[src/rtl/flr_pkg.sv]
// ----------------------------------------------------------------------------
// flr_pkg
// shared types and constants of the low-pass filter and linear resampler
// ----------------------------------------------------------------------------
package flr_pkg;

    localparam int TAPS_DEF          = 32;
    localparam int FRAME_LEN_DEF     = 256;
    localparam int RESAMPLED_LEN_DEF = 92;

    localparam logic        REQ_SAMPLE     = 1'b0;
    localparam logic        REQ_COEF       = 1'b1;

    localparam logic        REG_ENABLE     = 1'b0;
    localparam logic        REG_STEP_RATIO = 1'b1;

    localparam logic        ENABLE_RST     = 1'b1;
    localparam logic [19:0] STEP_RATIO_RST = 20'd181043;
    localparam logic [19:0] STEP_RATIO_MIN = 20'h10000;

    typedef enum logic [3:0] {
        ST_CLEAR,
        ST_IDLE,
        ST_MAC,
        ST_ROUND,
        ST_INT1,
        ST_INT2,
        ST_INT3,
        ST_OUT,
        ST_FIN
    } t_state;

endpackage

[src/rtl/fir_lowpass_linear_resampler_top.sv]
// ----------------------------------------------------------------------------
// fir_lowpass_linear_resampler_top
// fir low-pass filter with one shared multiply-accumulate unit, followed by a
// per-frame linear-interpolation resampler
// ----------------------------------------------------------------------------
// flow: a sample beat runs TAPS tap products through the single shared multiplier,
//   then rounding and, for an emitting beat, two interpolation products and the output
//   register; s_axis_tready stays low until it is done, longer while an output beat
//   waits; a coefficient or ignored beat leaves the block idle and ready
// reset: synchronous, active low; a clearing pass zeroes the
//   coefficient and delay line memories while s_axis_tready stays low
module fir_lowpass_linear_resampler_top
    import flr_pkg::*;
#(
    parameter int TAPS          = TAPS_DEF,
    parameter int FRAME_LEN     = FRAME_LEN_DEF,
    parameter int RESAMPLED_LEN = RESAMPLED_LEN_DEF
) (
    input  logic        i_clk,
    input  logic        i_rst_n,

    input  logic        s_axis_tvalid,
    output logic        s_axis_tready,
    input  logic [23:0] s_axis_tdata,   // coef_index[4:0], value[20:5], zero fill
    input  logic        s_axis_tuser,   // req_type[0]

    output logic        m_axis_tvalid,
    input  logic        m_axis_tready,
    output logic [15:0] m_axis_tdata,   // resampled_sample[15:0]
    output logic        m_axis_tlast,

    input  logic        psel,
    input  logic        penable,
    input  logic        pwrite,
    input  logic [2:0]  paddr,
    input  logic [31:0] pwdata,
    output logic [31:0] prdata,
    output logic        pready
);

    localparam int AW    = (TAPS > 1) ? $clog2(TAPS) : 1;
    localparam int KW    = $clog2(TAPS + 1);
    localparam int FW    = $clog2(FRAME_LEN);
    localparam int POS_W = ((FW > 4) ? FW : 4) + 17;
    localparam int IP_W  = POS_W - 16;
    localparam int CW    = (RESAMPLED_LEN > 1) ? $clog2(RESAMPLED_LEN + 1) : 1;
    localparam int ACC_W = (32 + AW > 35) ? 32 + AW : 35;

    localparam logic signed [ACC_W-1:0] RND15 = ACC_W'(16384);
    localparam logic signed [ACC_W-1:0] RND16 = ACC_W'(32768);
    localparam logic signed [ACC_W-1:0] S_MAX = ACC_W'(32767);
    localparam logic signed [ACC_W-1:0] S_MIN = -ACC_W'(32768);

    t_state                   r_state, n_state;
    logic [KW-1:0]            r_k, n_k;
    logic [AW-1:0]            r_wp, n_wp, r_rp, n_rp;
    logic                     r_rd_vld, n_rd_vld, r_prod_vld, n_prod_vld;
    logic signed [ACC_W-1:0]  r_acc, n_acc;
    logic signed [34:0]       r_prod;
    logic signed [15:0]       r_cur, n_cur, r_prev, n_prev;
    logic [FW-1:0]            r_fidx, n_fidx;
    logic [POS_W-1:0]         r_pos, n_pos;
    logic [CW-1:0]            r_cnt, n_cnt;
    logic                     r_enable, n_enable;
    logic [19:0]              r_ratio, n_ratio;
    logic                     r_m_valid, n_m_valid;
    logic [15:0]              r_m_data, n_m_data;
    logic                     r_m_last, n_m_last;

    logic signed [15:0]       r_coef_mem [TAPS];
    logic signed [15:0]       r_dl_mem   [TAPS];
    logic signed [15:0]       r_coef_rd, r_dl_rd;

    logic                     cf_we, dl_we;
    logic [AW-1:0]            cf_waddr, dl_waddr;
    logic signed [15:0]       cf_wdata, dl_wdata;

    logic                     s_req;
    logic [8:0]               s_idx;
    logic signed [15:0]       s_val;
    logic                     s_beat;
    logic [AW-1:0]            wp_inc, rp_dec;

    logic signed [17:0]       mul_a;
    logic signed [16:0]       mul_b;
    logic signed [34:0]       mul_p;
    logic signed [ACC_W-1:0]  prod_ext, rnd15, rnd16;
    logic signed [15:0]       sat15, sat16;

    logic [IP_W:0]            ip1, ip1_next;
    logic                     emit_ok;
    logic [19:0]              ratio_eff;
    logic [POS_W-1:0]         pos_add;
    logic [CW-1:0]            cnt_inc;
    logic                     last_flag;
    logic                     cfg_wr;

    assign s_req  = s_axis_tuser;
    assign s_idx  = {4'b0, s_axis_tdata[4:0]};
    assign s_val  = s_axis_tdata[20:5];
    assign s_beat = s_axis_tvalid && s_axis_tready;

    assign wp_inc = (r_wp == AW'(TAPS - 1)) ? '0 : r_wp + AW'(1);
    assign rp_dec = (r_rp == '0) ? AW'(TAPS - 1) : r_rp - AW'(1);

    // shared multiplier operand select
    always_comb begin
        case (r_state)
            ST_INT1: begin
                mul_a = {1'b0, 17'h10000 - {1'b0, r_pos[15:0]}};
                mul_b = {r_prev[15], r_prev};
            end
            ST_INT2: begin
                mul_a = {2'b0, r_pos[15:0]};
                mul_b = {r_cur[15], r_cur};
            end
            default: begin
                mul_a = {{2{r_coef_rd[15]}}, r_coef_rd};
                mul_b = {r_dl_rd[15], r_dl_rd};
            end
        endcase
    end

    assign mul_p    = mul_a * mul_b;
    assign prod_ext = ACC_W'(r_prod);

    assign rnd15 = (r_acc + RND15) >>> 15;
    assign rnd16 = (r_acc + RND16) >>> 16;
    assign sat15 = (rnd15 > S_MAX) ? 16'sh7fff :
                   (rnd15 < S_MIN) ? 16'sh8000 : rnd15[15:0];
    assign sat16 = (rnd16 > S_MAX) ? 16'sh7fff :
                   (rnd16 < S_MIN) ? 16'sh8000 : rnd16[15:0];

    assign ip1     = {1'b0, r_pos[POS_W-1:16]} + (IP_W + 1)'(1);
    assign emit_ok = (r_cnt < CW'(RESAMPLED_LEN)) &&
                     (ip1 < (IP_W + 1)'(FRAME_LEN)) &&
                     (ip1 == (IP_W + 1)'(r_fidx));

    assign ratio_eff = (r_ratio[19:16] == 4'd0) ? STEP_RATIO_MIN : r_ratio;
    assign pos_add   = r_pos + POS_W'(ratio_eff);
    assign cnt_inc   = r_cnt + CW'(1);
    assign ip1_next  = {1'b0, pos_add[POS_W-1:16]} + (IP_W + 1)'(1);
    assign last_flag = (cnt_inc >= CW'(RESAMPLED_LEN)) ||
                       (ip1_next >= (IP_W + 1)'(FRAME_LEN));

    assign cfg_wr = psel && penable && pwrite && pready;

    always_comb begin
        n_state    = r_state;
        n_k        = r_k;
        n_wp       = r_wp;
        n_rp       = r_rp;
        n_rd_vld   = 1'b0;
        n_prod_vld = 1'b0;
        n_acc      = r_acc;
        n_cur      = r_cur;
        n_prev     = r_prev;
        n_fidx     = r_fidx;
        n_pos      = r_pos;
        n_cnt      = r_cnt;
        n_enable   = r_enable;
        n_ratio    = r_ratio;
        n_m_valid  = r_m_valid && !m_axis_tready;
        n_m_data   = r_m_data;
        n_m_last   = r_m_last;
        cf_we      = 1'b0;
        cf_waddr   = s_idx[AW-1:0];
        cf_wdata   = s_val;
        dl_we      = 1'b0;
        dl_waddr   = wp_inc;
        dl_wdata   = s_val;

        if (cfg_wr) begin
            case (paddr[2])
                REG_ENABLE:     n_enable = pwdata[0];
                REG_STEP_RATIO: n_ratio  = pwdata[19:0];
                default:        n_enable = r_enable;
            endcase
        end

        case (r_state)
            ST_CLEAR: begin
                cf_we    = 1'b1;
                cf_waddr = r_k[AW-1:0];
                cf_wdata = '0;
                dl_we    = 1'b1;
                dl_waddr = r_k[AW-1:0];
                dl_wdata = '0;
                n_k      = r_k + KW'(1);
                if (r_k == KW'(TAPS - 1)) begin
                    n_k     = '0;
                    n_state = ST_IDLE;
                end
            end
            ST_IDLE: begin
                if (s_beat) begin
                    if (s_req == REQ_COEF) begin
                        cf_we = (s_idx < 9'(TAPS));
                    end else if (r_enable) begin
                        dl_we   = 1'b1;
                        n_wp    = wp_inc;
                        n_rp    = wp_inc;
                        n_k     = '0;
                        n_acc   = '0;
                        n_state = ST_MAC;
                    end
                end
            end
            ST_MAC: begin
                n_prod_vld = r_rd_vld;
                if (r_prod_vld) begin
                    n_acc = r_acc + prod_ext;
                end
                if (r_k < KW'(TAPS)) begin
                    n_k      = r_k + KW'(1);
                    n_rp     = rp_dec;
                    n_rd_vld = 1'b1;
                end else if (!r_rd_vld && !r_prod_vld) begin
                    n_state = ST_ROUND;
                end
            end
            ST_ROUND: begin
                n_cur   = sat15;
                n_state = emit_ok ? ST_INT1 : ST_FIN;
            end
            ST_INT1: begin
                n_state = ST_INT2;
            end
            ST_INT2: begin
                n_acc   = prod_ext;
                n_state = ST_INT3;
            end
            ST_INT3: begin
                n_acc   = r_acc + prod_ext;
                n_state = ST_OUT;
            end
            ST_OUT: begin
                if (!r_m_valid || m_axis_tready) begin
                    n_m_valid = 1'b1;
                    n_m_data  = sat16;
                    n_m_last  = last_flag;
                    n_cnt     = cnt_inc;
                    n_pos     = pos_add;
                    n_state   = ST_FIN;
                end
            end
            ST_FIN: begin
                n_prev = r_cur;
                if (r_fidx == FW'(FRAME_LEN - 1)) begin
                    n_fidx = '0;
                    n_pos  = '0;
                    n_cnt  = '0;
                end else begin
                    n_fidx = r_fidx + FW'(1);
                end
                n_state = ST_IDLE;
            end
            default: begin
                n_state = ST_IDLE;
            end
        endcase
    end

    always_ff @(posedge i_clk) begin
        if (!i_rst_n) begin
            r_state    <= ST_CLEAR;
            r_k        <= '0;
            r_wp       <= '0;
            r_rp       <= '0;
            r_rd_vld   <= 1'b0;
            r_prod_vld <= 1'b0;
            r_prev     <= '0;
            r_fidx     <= '0;
            r_pos      <= '0;
            r_cnt      <= '0;
            r_enable   <= ENABLE_RST;
            r_ratio    <= STEP_RATIO_RST;
            r_m_valid  <= 1'b0;
        end else begin
            r_state    <= n_state;
            r_k        <= n_k;
            r_wp       <= n_wp;
            r_rp       <= n_rp;
            r_rd_vld   <= n_rd_vld;
            r_prod_vld <= n_prod_vld;
            r_prev     <= n_prev;
            r_fidx     <= n_fidx;
            r_pos      <= n_pos;
            r_cnt      <= n_cnt;
            r_enable   <= n_enable;
            r_ratio    <= n_ratio;
            r_m_valid  <= n_m_valid;
        end
    end

    always_ff @(posedge i_clk) begin
        r_acc    <= n_acc;
        r_prod   <= mul_p;
        r_cur    <= n_cur;
        r_m_data <= n_m_data;
        r_m_last <= n_m_last;
    end

    // coefficient and delay line memories
    always_ff @(posedge i_clk) begin
        if (cf_we) begin
            r_coef_mem[cf_waddr] <= cf_wdata;
        end
        r_coef_rd <= r_coef_mem[r_k[AW-1:0]];
    end

    always_ff @(posedge i_clk) begin
        if (dl_we) begin
            r_dl_mem[dl_waddr] <= dl_wdata;
        end
        r_dl_rd <= r_dl_mem[r_rp];
    end

    assign s_axis_tready = (r_state == ST_IDLE);
    assign m_axis_tvalid = r_m_valid;
    assign m_axis_tdata  = r_m_data;
    assign m_axis_tlast  = r_m_last;

    assign pready = 1'b1;
    assign prdata = (paddr[2] == REG_STEP_RATIO) ? {12'b0, r_ratio} : {31'b0, r_enable};

endmodule

[config.mk]
export PLATFORM = sky130hd
export DESIGN_NAME = fir_lowpass_linear_resampler_top
export DESIGN_NICKNAME = d
export VERILOG_FILES = /design/src/rtl/flr_pkg.sv /design/src/rtl/fir_lowpass_linear_resampler_top.sv
export SDC_FILE = /design/constraint.sdc
export NUM_CORES = 2
export LEC_CHECK = 0
export ABC_AREA = 1
export BUFFER_PORTS_ARGS = -buffer_cell sky130_fd_sc_hd__clkbuf_2
export CORE_ASPECT_RATIO = 1.5
export CORE_UTILIZATION = 55
export CTS_CLUSTER_SIZE = 24
export DETAILED_ROUTE_END_ITERATION = 7
export PLACE_DENSITY = 0.73
export SLEW_MARGIN = 10
export SYNTH_ARGS = -nofsm -noshare
export SYNTH_HDL_FRONTEND = slang
export SYNTH_SLANG_ARGS = --single-unit
[constraint.sdc]
create_clock -name i_clk -period 16.9 [get_ports i_clk]
set_clock_uncertainty 0.15 [all_clocks]
set_input_delay 0.845 -clock i_clk [delete_from_list [all_inputs] [get_ports i_clk]]
set_output_delay 0.845 -clock i_clk [all_outputs]
set_load 0.01 [all_outputs]
==> qor.txt <==
Worst-path clk slew -> 60 ps
max cap viols -> 0
Vias/cell -> 5.899
hold bufs inserted after CTS -> 0
Die Ht -> 429.0 µm
GRT Residual Overflow -> 0
first-pass GRT wire length -> 280800 µm
CP Data Arrival Time -> 9680 ps
Hold EP -> r_ratio[17]
number of global-route vias before repair -> 48560
layout net count -> 7183
area leader, netlist -> edfxtp_1
GP Congestion -> 1.030
Max Slew Vio Count -> 0
WL final -> 186800 µm
RR Endpoint -> r_prod[27]
CTS buffer count -> 113
post-synthesis async set-or-reset flop share -> 0%
Seq/Total Area, Yosys -> 54.14%
cells on worst reg2reg path -> 24
layout cells sized above 1 -> 8.017%
max frequency -> 108.6 MHz
diode count -> 0
flip-flop and latch count after synthesis -> 1261
final instance area -> 73040 µm²
Final min period -> 9209 ps
clock latency on the worst-skew pair -> 750 ps
RSZ-0062 raised after global routing -> false
CTS sink count -> 1261
hpwl dp -> 124500 µm
average wire per standard cell -> 22.43 µm
CP startpoint kind -> flip-flop
post_cts resized -> 0
Initial Utilization -> 55.42%
postcts setup bufs -> 0
Hold Crit Depth -> 3
initial antenna violation count -> 4
# fillers -> 9879
DRC -> 0
Slew @ Worst Pin -> 1199 ps
reg2reg setup slack -> 7690 ps
Hold Violations, Final -> 0
FP Rows -> 156
CTS root buf -> clkbuf_16
DR pass1 iterations -> 6
Synth area leaders -> edfxtp_1 49%, fa_1 9.4%, nor2_1 5.8%
Worst EP required -> 17370 ps
Detail Route Antenna Nets -> 0
1st-iter DRT viols -> 4383
hold wc startpoint -> pwdata[17]
RR Startpoint -> r_state[3]
largest net degree at the start of global routing -> 99
gr usage total -> 30.31%
number of synthesized flops with an enable pin -> 1094
Worst slew margin -> 20.00%
mean area per synthesized cell -> 10.11 µm²
Die X-Extent -> 286.7 µm
H-tree levels -> 3
crit share post-route -> 54.49%
CTS tree -> built
CTS Buffer Depth -> 3
top cell type's share of synthesized area -> 49.14%
# port buffers -> 88
Top FF cell, synth -> edfxtp_1
YS warnings -> 0
Vias -> 49130
critical path fanouts, max -> 41
Distinct cells, synth -> 58
CP endpoint kind -> flip-flop
core area -> 120600 µm²
crit path kind -> flip-flop to flip-flop
status -> complete, no violations
Layout Utilization -> 60.55%
die footprint -> 123000 µm²
setup TNS -> 0 ps
placed instance area -> 69140 µm²
Mapped Area -> 66860 µm²
Cells after Synth -> 6612
synth-to-layout area growth -> 9.255%
WHS -> 176.0 ps
# setup viols final -> 0
Top Ports -> 119
Worst Hold Class -> input port to flip-flop
## cell families after synthesis
family | Yosys count | synth area share, %
adders and majority gates | 466 | 12.25
other | 2 | 0.01123
AOI/OAI and AO/OA | 1245 | 10.85
muxes | 2 | 0.03181
buffers and inverters | 1080 | 6.393
and+or+nand+nor | 2469 | 15.17
DFF | 1261 | 54.14
xor gates and xnor gates | 87 | 1.151
## critical path: stages (launching register included)
cell and delay (ps):
dfxtp_1 390, nor2_4 220, nand2_4 120, nor2_4 810, inv_2 500, o221ai_2 870, inv_1 320, nand2_1 210
inv_1 110, fa_1 650, fa_1 1000, fa_1 570, fa_1 530, fa_1 550, inv_1 60, fa_1 530
inv_1 40, ha_1 360, nand2_1 140, nor2_1 160, inv_1 90, nor2_1 150, nand3_1 100, nand3_1 180
xor2_1 280
## layout by cell type (no fill, tap or decap), types with 32 or more instances in the layout
cell	Yosys	final
or2_2	34	34
nand4_1	68	68
o21ai_0	659	659
inv_1	755	753
nand3_1	275	275
a21oi_1	182	181
clkbuf_16	0	115
ha_1	152	152
nor3_1	32	32
nor2_1	1040	1011
clkbuf_2	2	88
o221ai_1	106	104
edfxtp_1	1094	1094
o22ai_1	158	158
o211ai_1	33	33
nand2_1	958	958
xor2_1	62	62
dfxtp_1	167	161
fa_1	314	314
buf_4	23	127
## sequential cells by signal, indices dropped and copies added, names as in the netlist, 8 cells and up
register,cells
r_dl_mem,512
r_prev,16
r_coef_rd,16
r_pos,25
r_acc,37
r_prod,35
r_cur,16
r_ratio,20
m_axis_tdata,16
r_fidx,8
r_dl_rd,16
r_coef_mem,512
## worst max-delay path by stage
stage	cells after the start	from	slack, ps	end
6_report	24	r_state[3]	7690	r_prod[27]
3_5_place_dp	24	r_state[3]	7760	r_prod[27]
5_1_grt	23	r_state[0]	7320	r_prod[27]
4_1_cts	24	r_state[3]	7740	r_prod[27]
2_1_floorplan	25	r_state[3]	10420	r_prod[30]
3_3_place_gp	24	r_state[3]	7820	r_prod[30]
## per-layer routing
| metal | share of wire (%) | routed length, µm | up-vias | GRT usage, % |
|---|---|---|---|---|
| li1 | - | - | 22470 | - |
| met1 | 35 | 65420 | 23900 | 34.24 |
| met2 | 51 | 95840 | 2152 | 53.36 |
| met3 | 6.4 | 11920 | 605 | 3.741 |
| met4 | 7.3 | 13640 | 2 | 20.34 |
| met5 | 0.0054 | 10 | - | 0 |
## synthesized netlist by cell type (34+ instances only)
cell and n:
edfxtp_1 1094, nor2_1 1040, nand2_1 958, inv_1 755
o21ai_0 659, fa_1 314, nand3_1 275, clkbuf_1 191
a21oi_1 182, dfxtp_1 167, o22ai_1 158, ha_1 152
o221ai_1 106, buf_2 68, nand4_1 68, xor2_1 62
or2_2 34
## final cells by class
cell class | instances | area [µm²] | share of cell area (%)
multi-input combinational | 4282 | 26630 | 36.46
inverter | 777 | 2929 | 4.010
sequential | 1261 | 36210 | 49.58
timing repair buffer | 215 | 1394 | 1.908
tap | 1580 | 1977 | 2.707
clock inverter | 71 | 920.9 | 1.261
clock buffer | 142 | 2979 | 4.079
## through the flow
stage / std cells / worst slack [ps]
after global routing: 8328 / 7317
final: 8328 / 7691
after CTS: 8328 / 7742
after detailed placement: 8115 / 7755
after global placement: 8115 / 7823
after floorplan: 6623 / 10420
Power is left out: the tool's default activity adds up to more than one toggle a clock period on the data nets, which glitch-free logic cannot reach.
